===== src/design/lfbc_pkg.sv =====
package lfbc_pkg;

  localparam int unsigned MAX_PAYLOAD = 8;
  localparam int unsigned IDX_W       = $clog2(MAX_PAYLOAD);
  localparam int unsigned BYTE_W      = 8;
  localparam int unsigned LEN_W       = 4;

  // Result word layout, lowest bit first.
  localparam int unsigned OUT_ID_LSB   = 0;
  localparam int unsigned OUT_LEN_LSB  = OUT_ID_LSB + BYTE_W;
  localparam int unsigned OUT_DATA_LSB = OUT_LEN_LSB + LEN_W;
  localparam int unsigned OUT_CS_LSB   = OUT_DATA_LSB + MAX_PAYLOAD * BYTE_W;
  localparam int unsigned OUT_USED_W   = OUT_CS_LSB + BYTE_W;
  localparam int unsigned OUT_TDATA_W  = ((OUT_USED_W + 7) / 8) * 8;

  localparam logic [7:0] ID_FIELD_MASK = 8'h3F;
  localparam logic [7:0] ID_SHORT_MAX  = 8'h1F;
  localparam logic [7:0] ID_MID_MAX    = 8'h2F;
  localparam logic [7:0] CS_INVERT     = 8'hFF;

  localparam logic [LEN_W-1:0] LEN_SHORT = 4'd2;
  localparam logic [LEN_W-1:0] LEN_MID   = 4'd4;
  localparam logic [LEN_W-1:0] LEN_LONG  = 4'd8;

  localparam logic CS_CLASSIC  = 1'b0;
  localparam logic CS_ENHANCED = 1'b1;

  localparam logic PH_ID   = 1'b0;
  localparam logic PH_DATA = 1'b1;

  typedef logic [BYTE_W-1:0] byte_t;

  function automatic logic [LEN_W-1:0] len_of_id(input byte_t id);
    byte_t v;
    v = id & ID_FIELD_MASK;
    if (v <= ID_SHORT_MAX) begin
      return LEN_SHORT;
    end else if (v <= ID_MID_MAX) begin
      return LEN_MID;
    end
    return LEN_LONG;
  endfunction

  // Ones-complement style add: the carry out of bit 7 wraps back into bit 0.
  function automatic byte_t carry_add(input byte_t a, input byte_t b);
    logic [BYTE_W:0] s;
    s = {1'b0, a} + {1'b0, b};
    return s[BYTE_W-1:0] + {{(BYTE_W-1){1'b0}}, s[BYTE_W]};
  endfunction

endpackage


===== src/design/lin_frame_byte_collector_core.sv =====
// LIN frame byte collector.
// Input stream: one received byte per word on in_tdata. The first byte of a
// frame is the protected identifier; its low six bits select 2, 4 or 8
// payload bytes, which follow as further words.
// Output stream: one word per completed frame, carrying the identifier, the
// payload length, eight payload slots (unused slots zero) and the inverted
// carry-wrapped checksum.
// Configuration: an APB-style port with one register at addresses 0 to 3
// (cfg_paddr[2] clear), checksum_mode (0 classic, 1 enhanced with
// identifier). The mode is sampled when the identifier arrives.
// Throughput is one byte per cycle while in_tready is high. The result
// word appears on out_tvalid in the cycle after the last payload byte
// is accepted, from a single output register fed by the running-sum
// and byte-slot logic. A stalled receiver holds the result word; input
// is still taken in that time unless the byte would complete another
// frame, in which case in_tready drops until the held word is taken.
// Synchronous reset returns the frame phase to waiting for an identifier,
// empties the output register and sets checksum_mode to enhanced.
module lin_frame_byte_collector_core (
  input  logic                                clk,
  input  logic                                rst_n,
  input  logic                                in_tvalid,
  output logic                                in_tready,
  input  logic [7:0]                          in_tdata,   // [7:0] rx_byte
  output logic                                out_tvalid,
  input  logic                                out_tready,
  // [7:0] frame_id, [11:8] payload_len, [19:12] byte0 ... [75:68] byte7,
  // [83:76] frame_checksum, [87:84] zero
  output logic [lfbc_pkg::OUT_TDATA_W-1:0]    out_tdata,
  input  logic                                cfg_psel,
  input  logic                                cfg_penable,
  input  logic                                cfg_pwrite,
  input  logic [2:0]                          cfg_paddr,
  input  logic [31:0]                         cfg_pwdata,
  output logic [31:0]                         cfg_prdata,
  output logic                                cfg_pready
);

  logic                                  mode_r;
  logic                                  phase_r, phase_nxt;
  lfbc_pkg::byte_t                       id_r, id_nxt;
  logic [lfbc_pkg::LEN_W-1:0]            len_r, len_nxt;
  logic [lfbc_pkg::LEN_W-1:0]            cnt_r, cnt_nxt;
  lfbc_pkg::byte_t                       sum_r, sum_nxt;
  lfbc_pkg::byte_t                       store_r   [lfbc_pkg::MAX_PAYLOAD];
  lfbc_pkg::byte_t                       store_nxt [lfbc_pkg::MAX_PAYLOAD];
  logic                                  out_valid_r, out_valid_nxt;
  logic [lfbc_pkg::OUT_TDATA_W-1:0]      out_data_r, out_data_nxt;
  logic                                  in_acc;
  logic                                  frame_done;
  logic                                  cfg_wr;
  logic                                  done_pending;

  // Config port
  assign cfg_pready = 1'b1;
  assign cfg_wr     = cfg_psel && cfg_penable && cfg_pwrite && cfg_pready &&
                      (cfg_paddr[2] == 1'b0);
  assign cfg_prdata = (cfg_paddr[2] == 1'b0) ? {31'd0, mode_r} : 32'd0;

  always_ff @(posedge clk) begin
    if (!rst_n) begin
      mode_r <= lfbc_pkg::CS_ENHANCED;
    end else if (cfg_wr) begin
      mode_r <= cfg_pwdata[0];
    end
  end

  // Only a byte that completes a frame needs the output register free.
  assign done_pending = (phase_r == lfbc_pkg::PH_DATA) &&
                        ((cnt_r + 4'd1) >= len_r);
  assign in_tready    = !out_valid_r || out_tready || !done_pending;
  assign in_acc       = in_tvalid && in_tready;

  always_comb begin
    phase_nxt  = phase_r;
    id_nxt     = id_r;
    len_nxt    = len_r;
    cnt_nxt    = cnt_r;
    sum_nxt    = sum_r;
    frame_done = 1'b0;
    for (int i = 0; i < lfbc_pkg::MAX_PAYLOAD; i++) begin
      store_nxt[i] = store_r[i];
    end
    if (in_acc) begin
      if (phase_r == lfbc_pkg::PH_ID) begin
        id_nxt    = in_tdata;
        len_nxt   = lfbc_pkg::len_of_id(in_tdata);
        cnt_nxt   = '0;
        sum_nxt   = (mode_r == lfbc_pkg::CS_ENHANCED) ? in_tdata : 8'd0;
        phase_nxt = lfbc_pkg::PH_DATA;
        for (int i = 0; i < lfbc_pkg::MAX_PAYLOAD; i++) begin
          store_nxt[i] = '0;
        end
      end else begin
        store_nxt[cnt_r[lfbc_pkg::IDX_W-1:0]] = in_tdata;
        cnt_nxt = cnt_r + 4'd1;
        sum_nxt = lfbc_pkg::carry_add(sum_r, in_tdata);
        if (cnt_nxt >= len_r) begin
          frame_done = 1'b1;
          phase_nxt  = lfbc_pkg::PH_ID;
          cnt_nxt    = '0;
        end
      end
    end
  end

  always_comb begin
    out_data_nxt = '0;
    out_data_nxt[lfbc_pkg::OUT_ID_LSB +: lfbc_pkg::BYTE_W] = id_r;
    out_data_nxt[lfbc_pkg::OUT_LEN_LSB +: lfbc_pkg::LEN_W] = len_r;
    for (int i = 0; i < lfbc_pkg::MAX_PAYLOAD; i++) begin
      out_data_nxt[lfbc_pkg::OUT_DATA_LSB + i * lfbc_pkg::BYTE_W +: lfbc_pkg::BYTE_W] =
        store_nxt[i];
    end
    out_data_nxt[lfbc_pkg::OUT_CS_LSB +: lfbc_pkg::BYTE_W] = sum_nxt ^ lfbc_pkg::CS_INVERT;
  end

  always_comb begin
    if (frame_done) begin
      out_valid_nxt = 1'b1;
    end else if (out_tready) begin
      out_valid_nxt = 1'b0;
    end else begin
      out_valid_nxt = out_valid_r;
    end
  end

  always_ff @(posedge clk) begin
    if (!rst_n) begin
      phase_r     <= lfbc_pkg::PH_ID;
      out_valid_r <= 1'b0;
    end else begin
      phase_r     <= phase_nxt;
      out_valid_r <= out_valid_nxt;
    end
  end

  always_ff @(posedge clk) begin
    id_r  <= id_nxt;
    len_r <= len_nxt;
    cnt_r <= cnt_nxt;
    sum_r <= sum_nxt;
    for (int i = 0; i < lfbc_pkg::MAX_PAYLOAD; i++) begin
      store_r[i] <= store_nxt[i];
    end
    if (frame_done) begin
      out_data_r <= out_data_nxt;
    end
  end

  assign out_tvalid = out_valid_r;
  assign out_tdata  = out_data_r;

endmodule


===== config.mk =====
export PLATFORM = sky130hd
export DESIGN_NAME = lin_frame_byte_collector_core
export DESIGN_NICKNAME = d
export VERILOG_FILES = /design/src/design/lfbc_pkg.sv /design/src/design/lin_frame_byte_collector_core.sv
export SDC_FILE = /design/constraint.sdc
export NUM_CORES = 1
export LEC_CHECK = 0
export BUFFER_PORTS_ARGS = -buffer_cell sky130_fd_sc_hd__buf_2
export CAP_MARGIN = 20
export CORE_AREA = 2 2 123 125
export DETAILED_ROUTE_END_ITERATION = 10
export DIE_AREA = 0 0 125 127
export PLACE_DENSITY = 0.83
export REMOVE_ABC_BUFFERS = 1
export SKIP_CTS_REPAIR_TIMING = 1
export SLEW_MARGIN = 5
export SYNTH_ARGS = -nofsm -noshare
export SYNTH_HDL_FRONTEND = slang
export SYNTH_SLANG_ARGS = --single-unit
export TNS_END_PERCENT = 20

===== constraint.sdc =====
create_clock -name clk -period 5.58 [get_ports clk]
set_input_delay 0.558 -clock clk [delete_from_list [all_inputs] [get_ports clk]]
set_output_delay 0.558 -clock clk [all_outputs]
set_load 0.005 [all_outputs]

======== Yosys cells after proc, flatten, opt, wreduce, memory -nomap -nowiden ========
Memory sizes are Yosys's and may differ from the RTL's.
Cells that the tools add are included.
cells by class
  mux-type cells .......................... 22
  equal/unequal tests ..................... 0
  shift operators ......................... 0
  bitwise gates (word level) .............. 5
  reductions and logical operators ........ 14
  multipliers ............................. 0
  add/subtract/negate cells ............... 3
  $lt $le $gt $ge ......................... 5
  divide/modulo/power cells ............... 0
operators with widths
  cell                 number
  $mux 64              2
  $bwmux 64            1
  $mux 8               4
  $demux 8 s3          1
  $mux 1               12
  $add 8x8->9          1
  $add 8x1->8          1
  $mux 4               2
  $not 8->8            1
  $le 6x5->1 const B   1
  $le 6x6->1 const B   1
  $logic_and 1x1->1    6
  $add 4x1->4 const B  1
  $ge 4x4->1           1
  $ge 4x4->1 const B   1
  $lt 4x1->1 const B   1
  $not 3->4            1
  $reduce_or 2->1      2
  $not 1->1            3
  $logic_not 1->1      2
  $logic_or 1x1->1     2
  $reduce_and 2->1     1
  $reduce_bool 2->1    1
storage, ports and cells
  register bits after elaboration ......... 109
  memory bits (writable) .................. 64
  output and inout port bits .............. 123
  memories ................................ 1
  bits of input ports ..................... 50
  latch bits .............................. 0
  ROM bits ................................ 0
  logic and storage cells ................. 59
memories
  name     words  width  read ports  clocked after memory_dff  write ports  RTL line                             text
  store_r  8      8      8           0                         8            lin_frame_byte_collector_core.sv:45  lfbc_pkg::byte_t store_r [lfbc_pkg::MAX_PAYLOAD];

======== Depth between registers and ports, before layout ========
Gate-level depths: netlist of the first run.
  depth after elaboration ................. 9
  gate-level depth with buffers ........... 13
  mapped depth without buffers ............ 13

======== Least setup slack after synthesis of the first run ========
Ideal clock, no wire load.
  kind .................................... register to register
  start ................................... reg cnt_r[0] in the netlist's numbering
  end ..................................... reg out_data_r, in the netlist out_tdata[0], enable pin
  required time ........................... 5054 ps
  buffers on the path ..................... 1
  slack ................................... -64 ps
  setup time .............................. 526 ps
  cell stages (with the launch flop) ...... 10
  arrival ................................. 5117 ps
  clock period less this slack ............ 5644 ps
  cell sequence ........................... edfxtp_1 -> ha_1 -> inv_1 -> ha_1 -> a21bo_2 -> a21o_1 -> a21oi_1 -> buf_2 -> nand3b_1 -> nor2_1
between the ends
  cells in the longest elaborated chain, start to end .. 7
  elaborated cells on any way between the ends .. 9
  those cells by class .................... add/sub (1); order compare (1); mux (3); reduce/logical (4)
ends and longest elaborated chain
  element                 RTL line                                                                  text
  start, declared         lin_frame_byte_collector_core.sv:43                                       logic [lfbc_pkg::LEN_W-1:0] cnt_r, cnt_nxt;
  start signal, assigned  lin_frame_byte_collector_core.sv:141                                      cnt_r <= cnt_nxt;
  $add 4x1->4 (*)         lin_frame_byte_collector_core.sv:70, lin_frame_byte_collector_core.sv:96
  $ge 4x4->1 (*)          lin_frame_byte_collector_core.sv:70, lin_frame_byte_collector_core.sv:98
  $logic_and 1x1->1       lin_frame_byte_collector_core.sv:69                                       assign done_pending = (phase_r == lfbc_pkg::PH_DATA) &&
  $logic_not 1->1         lin_frame_byte_collector_core.sv:71                                       assign in_tready = !out_valid_r || out_tready || !done_pending;
  $logic_or 1x1->1        lin_frame_byte_collector_core.sv:71
  $logic_and 1x1->1       lin_frame_byte_collector_core.sv:72                                       assign in_acc = in_tvalid && in_tready;
  $mux 1 (*)              lin_frame_byte_collector_core.sv:84                                       if (in_acc) begin
  named net frame_done    lin_frame_byte_collector_core.sv:50                                       logic frame_done;
  end signal, assigned    lin_frame_byte_collector_core.sv:147                                      out_data_r <= out_data_nxt;
  end, declared           lin_frame_byte_collector_core.sv:48                                       logic [lfbc_pkg::OUT_TDATA_W-1:0] out_data_r, out_data_nxt;
The timed path passes the listed nets; every way through them passes the cells marked *.
A chain may end at the register's enable or synchronous reset.

======== Worst setup path in the final report of the first run ========
  start ................................... reg cnt_r[0] in the netlist's numbering
  end ..................................... reg out_data_r, in the netlist out_tdata[62] (data pin)
between the ends
  cells in the longest elaborated chain, start to end .. 8
  elaborated cells on any way between the ends .. 15
  those cells by class .................... add/sub (1); order compare (3); mux (5); bitwise (1); reduce/logical (5)
ends and longest elaborated chain
  element                                              RTL line
  branches (longest 7 deep; another with $add 4x1->4)  -
  $mux 64 (*)                                          lin_frame_byte_collector_core.sv:84
  named net out_data_nxt, one bit                      lin_frame_byte_collector_core.sv:48
Mark *: on every way through the listed nets, which the timed path passes.

==> results.sh, run 1 <==
export IMPL_outcome="finished, final reports clean"
export IMPL_gp_congestion=0.800
export IMPL_hold_path_class="in -> reg"
export IMPL_yosys_cell_types_count=45
export IMPL_drc_errors=0
export IMPL_nNetsFinal=685
export IMPL_skew_ns=0.0150
export IMPL_drive_gt1_share_pct=24.1
export IMPL_cp_arrival_ns=3.90
export IMPL_hpwl_mm=9.33
export IMPL_ys_seq_area_share_pct=67.7
export IMPL_slew_violations=0
export IMPL_clkTransAtPathRegs_ns=0.06
export IMPL_area_growth_pct=17.5
export IMPL_pwr_share_comb_pct=9.7
export IMPL_cp_end_kind="flop"
export IMPL_grt_pass1_wl_mm=22.2
export IMPL_slew_headroom_pct=29.6
export IMPL_die_area_mm2=0.0159
export IMPL_finish_utilization_pct=54.5
export IMPL_power_density_mw_per_mm2=368
export IMPL_synthArstFlopShare_pct=0
export IMPL_cp_max_fo=13
export IMPL_synth_largest_area_cell="edfxtp_1"
export IMPL_p_int_mw=2.21
export IMPL_numPortBuffers=102
export IMPL_vias=4299
export IMPL_synth_cells=512
export IMPL_critPathLaunchType="flop"
export IMPL_grt_max_degree=43
export IMPL_netlist_area_leader_share_pct=47.6
export IMPL_antenna_found_initial=0
export IMPL_fin_crit_ns=3.78
export IMPL_avgRoutedWirePerCell_um=17.4
export IMPL_hold_viol=0
export IMPL_ant_nets=0
export IMPL_p_leak_nw=3.30
export IMPL_swShare_pct=23.6
export IMPL_initial_core_util_pct=46.3
export IMPL_drt_pass1_iter_count=5
export IMPL_h_tree_depth=4
export IMPL_p_total_mw=2.89
export IMPL_grtUsageTotal_pct=18.0
export IMPL_vdd_drop_max_v=0.000266
export IMPL_first_iter_violations=379
export IMPL_rsz0062_at_grt="no"
export IMPL_num_rows=44
export IMPL_max_cap_violations=0
export IMPL_syn_cell_area_mm2=0.00669
export IMPL_grt_pass1_vias=4308
export IMPL_clkLatencyLatePin_ns=0.42
export IMPL_min_period_over_period_pct=67.7
export IMPL_clock_fmax_mhz=265
export IMPL_p_sw_uw=683
export IMPL_yosys_warnings=0
export IMPL_cp_data_required_time_ns=5.70
export IMPL_finalWirelength_mm=14.2
export IMPL_worstMarginPinSlew_ns=1.06
export IMPL_pin_count=173
export IMPL_synth_seq_cells=173
export IMPL_clk_path_buf_depth=2
export IMPL_p_clk_share_pct=39.9
export IMPL_p_seq_share_pct=50.3
export IMPL_insertedDiodeCount=0
export IMPL_cts_tree="done"
export IMPL_avgSynthCellArea_um2=13.1
export IMPL_synth_edf_count=106
export IMPL_synthTopCellsByArea="edfxtp_1 48%, dfxtp_1 20%, mux2i_1 5.7%, buf_4 4.2%, o21ai_0 3.1%"
export IMPL_cts_buffers=17
export IMPL_clkSinkCount=173
export IMPL_path_class="reg -> reg"
export IMPL_setup_violations_final=0
export IMPL_ys_flop_type="edfxtp_1"
export IMPL_grt_overflow_total=0
export IMPL_viasPerCell=5.27
export IMPL_die_y_um=127
export IMPL_root_buffer="clkbuf_16"
export IMPL_die_w_um=125
export IMPL_core_mm2=0.0144
==> area by class of cell <==
type / count / area [µm²]
Tap cell: 184 / 230
Multi-Input combinational cell: 308 / 1910
Sequential cell: 173 / 4520
Fill cell: 1186 / 6570
Inverter: 10 / 37.5
Clock inverter: 11 / 135
Timing Repair Buffer: 110 / 571
Clock buffer: 20 / 447
==> synthesized netlist by cell type (3+ instances only) <==
cell / number
nor3_1: 3
inv_1: 10
buf_4: 37
dfxtp_1: 67
xnor2_1: 6
clkbuf_1: 17
edfxtp_1: 106
xor2_1: 5
mux2i_1: 38
nand2_1: 23
nor2_1: 47
o211ai_1: 3
a21oi_1: 7
a31oi_1: 3
o21ai_0: 41
ha_1: 14
and3_1: 4
or2_2: 3
nand2b_1: 4
a22o_1: 4
o21ai_2: 4
nand3_1: 36
==> per-layer routing <==
layer	routed length [µm]	global-route usage, %
met5	0	0
met2	7250	30.7
met3	1010	4.31
met1	5650	21.8
met4	256	7.97
==> final timing paths <==
check                              start       endpoint  slack [ns]  cells after the start
worst max register to register  cnt_r[0]  out_tdata[62]        1.80                     10
worst max-delay path            cnt_r[0]  out_tdata[62]        1.80                     10
worst min-delay path               rst_n         mode_r        0.34                      2
worst min register to register   id_r[1]   out_tdata[1]        0.41                      0
==> registers in the layout (all words and copies together), names as in the netlist, named ones only <==
register	flops
cnt_r	4
id_r	8
len_r	3
mode_r	1
out_tdata	83
out_tvalid	1
phase_r	1
store_r	64
==> per-stage QoR <==
step                      std cells  setup WS, ns  hold slack, ns  instance area [µm²]  TNS [ns]
after floorplan                 491        -0.256           0.400                 6460    -21.37
after global placement          782          1.80           0.404                 7250         0
after detailed placement        783          1.67           0.405                 7260         0
after CTS                       814          1.63           0.316                 7840         0
after global routing            816          1.55           0.317                 7860         0
final                           816          1.80           0.336                 7860         0
==> worst max-delay path, cell delays in order, from the launching register on <==
cell and delay, ns:
edfxtp_1 0.54, ha_1 0.36, inv_1 0.06, ha_1 0.26, a21bo_2 0.21, a21o_1 0.20, a21oi_1 0.84, o211ai_1 0.47
buf_4 0.32, nand3_1 0.10, o21ai_0 0.12
==> cells in the final DEF, fill, tap and decap left out, drive strengths merged, types with 3 or more instances in the layout <==
cell and n:
nor2 47, clkbuf 20, o211ai 3, nand3 36, nor3 3, a31oi 3, and3 5, clkinv 4
xnor2 6, or2 3, o21ai 45, a21oi 7, edfxtp 106, a22o 4, buf 110, xor2 5
nand2 23, inv 13, nand2b 4, dfxtp 67, mux2i 38, conb 37, ha 14
==> power groups by stage <==
stage	logic [mW]	registers (mW)	clock network [mW]
2_1_floorplan	0.180	1.48	0
3_3_place_gp	0.264	1.48	0
3_5_place_dp	0.278	1.48	0
4_1_cts	0.281	1.46	1.17
5_1_grt	0.313	1.46	1.23
6_report	0.282	1.46	1.15
==> logic make-up after synthesis <==
group / count (synthesis) / synth area share, %
and+or+nand+nor: 132 / 9.25
muxes: 38 / 5.69
adders and majority gates: 15 / 2.92
DFF: 173 / 67.7
buffers and inverters: 66 / 5.82
xor gates and xnor gates: 11 / 1.44
AOI/OAI and AO/OA: 75 / 7.09
other: 2 / 0.112
Power figures use the tool's default switching activity.
==> inputs of run 2 (changes only) <==
clock period = 3.35 ns   (was 5.58 ns; I/O delays follow)
==> run 2 against run 1 <==
  * Critical path depth up 1
  * Die area unchanged
  * Combinational power up 79%
  * First-iteration DRC count up 33%
  * Cell count up 1.6%
  * Worst setup slack worse by 1.7 ns
  * Clock skew down 0.0059 ns
  * Sequential share of layout area down 1.1 points
  * Flip-flop and latch count unchanged
  * Cell area up 2.0%
  * Critical path type unchanged
  * Critical endpoint is now out_tdata[78]
  * Largest cell class unchanged
  * Largest power group unchanged
  * Highest routed layer unchanged
==> results.sh, run 2 (synthesis gave the netlist of run 1 again) <==
export IMPL_grt_pass1_wl_mm=22.5
export IMPL_core_mm2=0.0144
export IMPL_first_iter_violations=505
export IMPL_grt_max_degree=48
export IMPL_slew_violations=0
export IMPL_path_class="reg -> reg"
export IMPL_cp_data_required_time_ns=3.60
export IMPL_cts_tree="done"
export IMPL_h_tree_depth=4
export IMPL_clkTransAtPathRegs_ns=0.07
export IMPL_antenna_found_initial=0
export IMPL_clkLatencyLatePin_ns=0.41
export IMPL_cp_max_fo=3
export IMPL_fin_crit_ns=3.23
export IMPL_ff2ff_setup_slack_ns=0.12
export IMPL_clkSinkCount=173
export IMPL_nFillCells=1151
export IMPL_setup_tns_ns=0
export IMPL_final_common_cell="edfxtp_1"
export IMPL_p_leak_nw=3.38
export IMPL_critPathLaunchType="flop"
export IMPL_hpwl_mm=9.68
export IMPL_die_w_um=125
export IMPL_numPortBuffers=102
export IMPL_initial_core_util_pct=46.3
export IMPL_power_density_mw_per_mm2=617
export IMPL_drive_gt1_share_pct=26.8
export IMPL_grt_pass1_vias=4295
export IMPL_vias=4372
export IMPL_worstMarginPinSlew_ns=0.795
export IMPL_vdd_drop_max_v=0.000380
export IMPL_hold_path_class="in -> reg"
export IMPL_clock_fmax_mhz=310
export IMPL_pin_count=173
export IMPL_drt_pass1_iter_count=5
export IMPL_ant_nets=0
export IMPL_clk_path_buf_depth=2
export IMPL_viasPerCell=5.27
export IMPL_hold_viol=0
export IMPL_p_total_mw=4.95
export IMPL_area_growth_pct=19.9
export IMPL_min_period_over_period_pct=96.4
export IMPL_die_y_um=127
export IMPL_finalWirelength_mm=14.4
export IMPL_setup_violations_final=0
export IMPL_drc_errors=0
export IMPL_num_rows=44
export IMPL_outcome="finished, final reports clean"
export IMPL_max_cap_violations=0
export IMPL_avgRoutedWirePerCell_um=17.4
export IMPL_dpl_worst_slack_ns=-0.0525
export IMPL_insertedDiodeCount=0
export IMPL_fin_ws_ns=0.120
export IMPL_largest_reg_flops=83
export IMPL_skew_ns=0.00909
export IMPL_cts_buffers=17
export IMPL_root_buffer="clkbuf_16"
export IMPL_cp_end_kind="flop"
export IMPL_grt_overflow_total=0
export IMPL_nNetsFinal=698
export IMPL_slew_headroom_pct=46.9
export IMPL_die_area_mm2=0.0159
export IMPL_most_common_layout_cells="106 x edfxtp_1, 102 x buf_2, 67 x dfxtp_1"
export IMPL_gp_congestion=0.982
export IMPL_cp_arrival_ns=3.48
export IMPL_grtUsageTotal_pct=18.0
==> run 2: final timing paths <==
kind,to,depth (start not counted),from
worst max-delay path,out_tdata[78],11,flop
worst max register to register,out_tdata[78],11,flop
worst min-delay path,mode_r,2,rst_n
worst min register to register,out_tdata[4],0,id_r[4]
==> run 2: per-stage QoR <==
step                      hold slack (ns)  cells  instance area [µm²]  util (%)
after floorplan                     0.397    491                 6460         -
after global placement              0.404    793                 7350      50.9
after detailed placement            0.407    793                 7350      50.9
after CTS                          0.0938    824                 7950      55.1
after global routing               0.0951    829                 8010      55.6
final                               0.104    829                 8010      55.6
==> run 2: routing by layer <==
metal	up-vias	GRT usage (%)	wire length (µm)
met5	-	0	0
met4	0	6.14	233
met3	23	5.57	1200
met2	215	30.9	7330
met1	2121	21.6	5680
li1	2013	-	-
==> run 2: area by class of cell <==
cell class / count / area [µm²] / share of cell area (%)
Inverter: 10 / 37.5 / 0.468
Tap cell: 184 / 230 / 2.87
Clock buffer: 17 / 425 / 5.31
Timing Repair Buffer: 123 / 681 / 8.49
Multi-Input combinational cell: 308 / 1930 / 24.1
Sequential cell: 173 / 4520 / 56.5
Clock inverter: 14 / 183 / 2.28
==> run 2: power breakdown <==
part	switching [mW]	leakage (nW)	internal, mW	total (mW)
sequential	0.0430	1.53	2.38	2.42
combinational	0.309	1.56	0.197	0.506
clock	0.827	0.298	1.19	2.02
==> run 2: critical path: stages, from the launching register on <==
cell and delay [ns]:
edfxtp_1 0.40, ha_2 0.21, fa_2 0.36, a211o_1 0.35, a311oi_2 0.33, o21bai_1 0.10
a21o_1 0.20, ha_1 0.22, ha_2 0.19, or2_2 0.29, a32o_1 0.28, mux2i_1 0.15
==> inputs of run 3 (changes only) <==
CORE_AREA = 10 10 131 133   (was 2 2 123 125)
DIE_AREA = 0 0 141 143   (was 0 0 125 127)
SLEW_MARGIN = 20   (was 5)
==> run 3 against run 2 <==
  * Sequential power about the same
  * Combinational power shrank 2%
  * Register-to-register slack about the same
  * Clock skew rose by 0.0028 ns
  * Utilization decreased by 0.47 points
  * Critical path depth unchanged
  * Cell count is 0.12% lower
  * Die area is 27% higher
  * Maximum frequency grew 0.39%
  * Count of clock-buffer cells in the layout grew 3
  * First-iteration DRC count is 20% lower
  * Via count is 2.8% lower
  * Largest cell class unchanged
  * Highest routed layer unchanged
==> results.sh, run 3 (synthesis gave the netlist of run 1 again) <==
export IMPL_hold_path_class="in -> reg"
export IMPL_ant_nets=0
export IMPL_critPathBufInv=0
export IMPL_reg2reg_depth=11
export IMPL_nNetsFinal=696
export IMPL_numPortBuffers=102
export IMPL_drc_errors=0
export IMPL_drive_gt1_share_pct=26.2
export IMPL_cts_buffers=17
export IMPL_clkLatencyLatePin_ns=0.41
export IMPL_dpl_worst_slack_ns=-0.0751
export IMPL_min_period_over_period_pct=96.0
export IMPL_critPathLaunchType="flop"
export IMPL_clk_path_buf_depth=2
export IMPL_skew_ns=0.0119
export IMPL_place_inst=792
export IMPL_pwr_share_comb_pct=10.4
export IMPL_initial_core_util_pct=46.3
export IMPL_path_class="reg -> reg"
export IMPL_holdCritStartpoint="rst_n"
export IMPL_clkTransAtPathRegs_ns=0.07
export IMPL_fin_ws_ns=0.133
export IMPL_p_total_mw=4.80
export IMPL_crit_path_frequent_cell="ha_1"
export IMPL_whs_path_depth=2
export IMPL_p_leak_nw=3.35
export IMPL_insertedDiodeCount=0
export IMPL_gp_congestion=0.913
export IMPL_swShare_pct=24.0
export IMPL_cp_max_fo=3
export IMPL_area_growth_pct=18.9
export IMPL_grt_pass1_wl_mm=23.0
export IMPL_cts_tree="done"
export IMPL_h_tree_depth=4
export IMPL_die_y_um=143
export IMPL_pin_count=173
export IMPL_finalWirelength_mm=15.1
export IMPL_first_iter_violations=405
export IMPL_finish_utilization_pct=55.1
export IMPL_grt_max_degree=85
export IMPL_grt_pass1_vias=4367
export IMPL_num_rows=44
export IMPL_p_clk_share_pct=39.1
export IMPL_clock_fmax_mhz=311
export IMPL_stdcell_count=828
export IMPL_viasPerCell=5.13
export IMPL_dpl_cell_area_mm2=0.00734
export IMPL_cp_end_kind="flop"
export IMPL_fin_crit_ns=3.22
export IMPL_p_seq_share_pct=50.5
export IMPL_hpwl_mm=10.3
export IMPL_final_common_cell="edfxtp_1"
export IMPL_rsz0062_at_grt="yes"
export IMPL_die_area_mm2=0.0202
export IMPL_antenna_found_initial=0
export IMPL_outcome="finished, final reports clean"
export IMPL_clkSinkCount=173
export IMPL_path_cells="ha_2, fa_2, a211o_1, a311oi_2, o21bai_1, a21o_1, ha_1, ha_1, or2_2, a32o_1, mux2i_1"
export IMPL_vdd_drop_max_v=0.000352
export IMPL_grt_overflow_total=0
export IMPL_worstMarginPinSlew_ns=0.774
export IMPL_most_common_layout_cells="106 x edfxtp_1, 102 x buf_2, 67 x dfxtp_1"
export IMPL_ff2ff_setup_slack_ns=0.13
export IMPL_cpPeakStageDelay_ns=0.40
export IMPL_nFillCells=1200
export IMPL_core_mm2=0.0144
export IMPL_setup_violations_final=0
export IMPL_die_w_um=141
export IMPL_root_buffer="clkbuf_16"
export IMPL_grtUsageTotal_pct=14.4
export IMPL_vias=4249
export IMPL_drt_pass1_iter_count=4
export IMPL_avgRoutedWirePerCell_um=18.3
export IMPL_power_density_mw_per_mm2=604
export IMPL_hold_viol=0
export IMPL_cp_arrival_ns=3.47
export IMPL_final_area_mm2=0.00795
export IMPL_slew_headroom_pct=48.3
export IMPL_slew_violations=0
export IMPL_max_cap_violations=0
export IMPL_cpMaxStageDelayCell="edfxtp_1"
export IMPL_cp_data_required_time_ns=3.60
export IMPL_p_int_mw=3.64
export IMPL_largest_reg_flops=83
export IMPL_p_sw_mw=1.15
export IMPL_setup_tns_ns=0
export IMPL_min_to="mode_r"
export IMPL_cp_top_family="compound AO/OA/AOI/OAI gates"
export IMPL_hold_slack_ns=0.106
export IMPL_worst_r2r_endpoint="out_tdata[78]"
run 3: cell types whose count changed in the layout (fill, tap and decap cells not counted), moves of 2 or more:
cell and delta:
buf_4 -2, clkbuf_8 +2, bufinv_16 -2, clkinv_2 +2
run 3: cell type report:
class                   instances  area (µm²)  share of cell area (%)
inverters                      10        37.5                   0.472
multi-input cells             308        1920                    24.2
clock buffers                  20         457                    5.75
repair buffers                121         666                    8.38
flip-flops and latches        173        4520                    56.9
clock inverters                12         111                    1.40
well taps                     184         230                    2.90
run 3: worst max-delay path by stage:
stage / startpoint / end / slack (ns) / cells after the start
3_5_place_dp: cnt_r[1] / out_tdata[33] / -0.08 / 9
3_3_place_gp: in_tdata[0] / out_tdata[80] / 0.03 / 14
6_report: flop / out_tdata[78] / 0.13 / 11
4_1_cts: cnt_r[1] / out_tdata[31] / -0.10 / 9
2_1_floorplan: cnt_r[0] / out_tdata[0] / -2.49 / 8
5_1_grt: flop / out_tdata[82] / -0.03 / 13
run 3: layer usage:
metal | vias to the layer above | track usage, % | share of wire (%)
met1 | 2042 | 16.0 | 40
met5 | - | 0 | 0
met3 | 8 | 6.20 | 8.7
li1 | 2010 | - | -
met2 | 189 | 24.8 | 51
met4 | 0 | 3.91 | 0.67
run 3: worst reg2reg max path: stages, from the launching register on:
cell      delay, ns
edfxtp_1       0.40
ha_2           0.21
fa_2           0.35
a211o_1        0.35
a311oi_2       0.31
o21bai_1       0.12
a21o_1         0.19
ha_1           0.21
ha_1           0.20
or2_2          0.29
a32o_1         0.27
mux2i_1        0.16
run 3: power by group through the flow:
stage	combinational, mW	sequential (mW)	clock, mW
global placement	0.463	2.46	0
finish	0.497	2.42	1.88
detailed placement	0.482	2.47	0
floorplan	0.300	2.47	0
global route	0.552	2.43	2.00
CTS	0.487	2.42	1.90
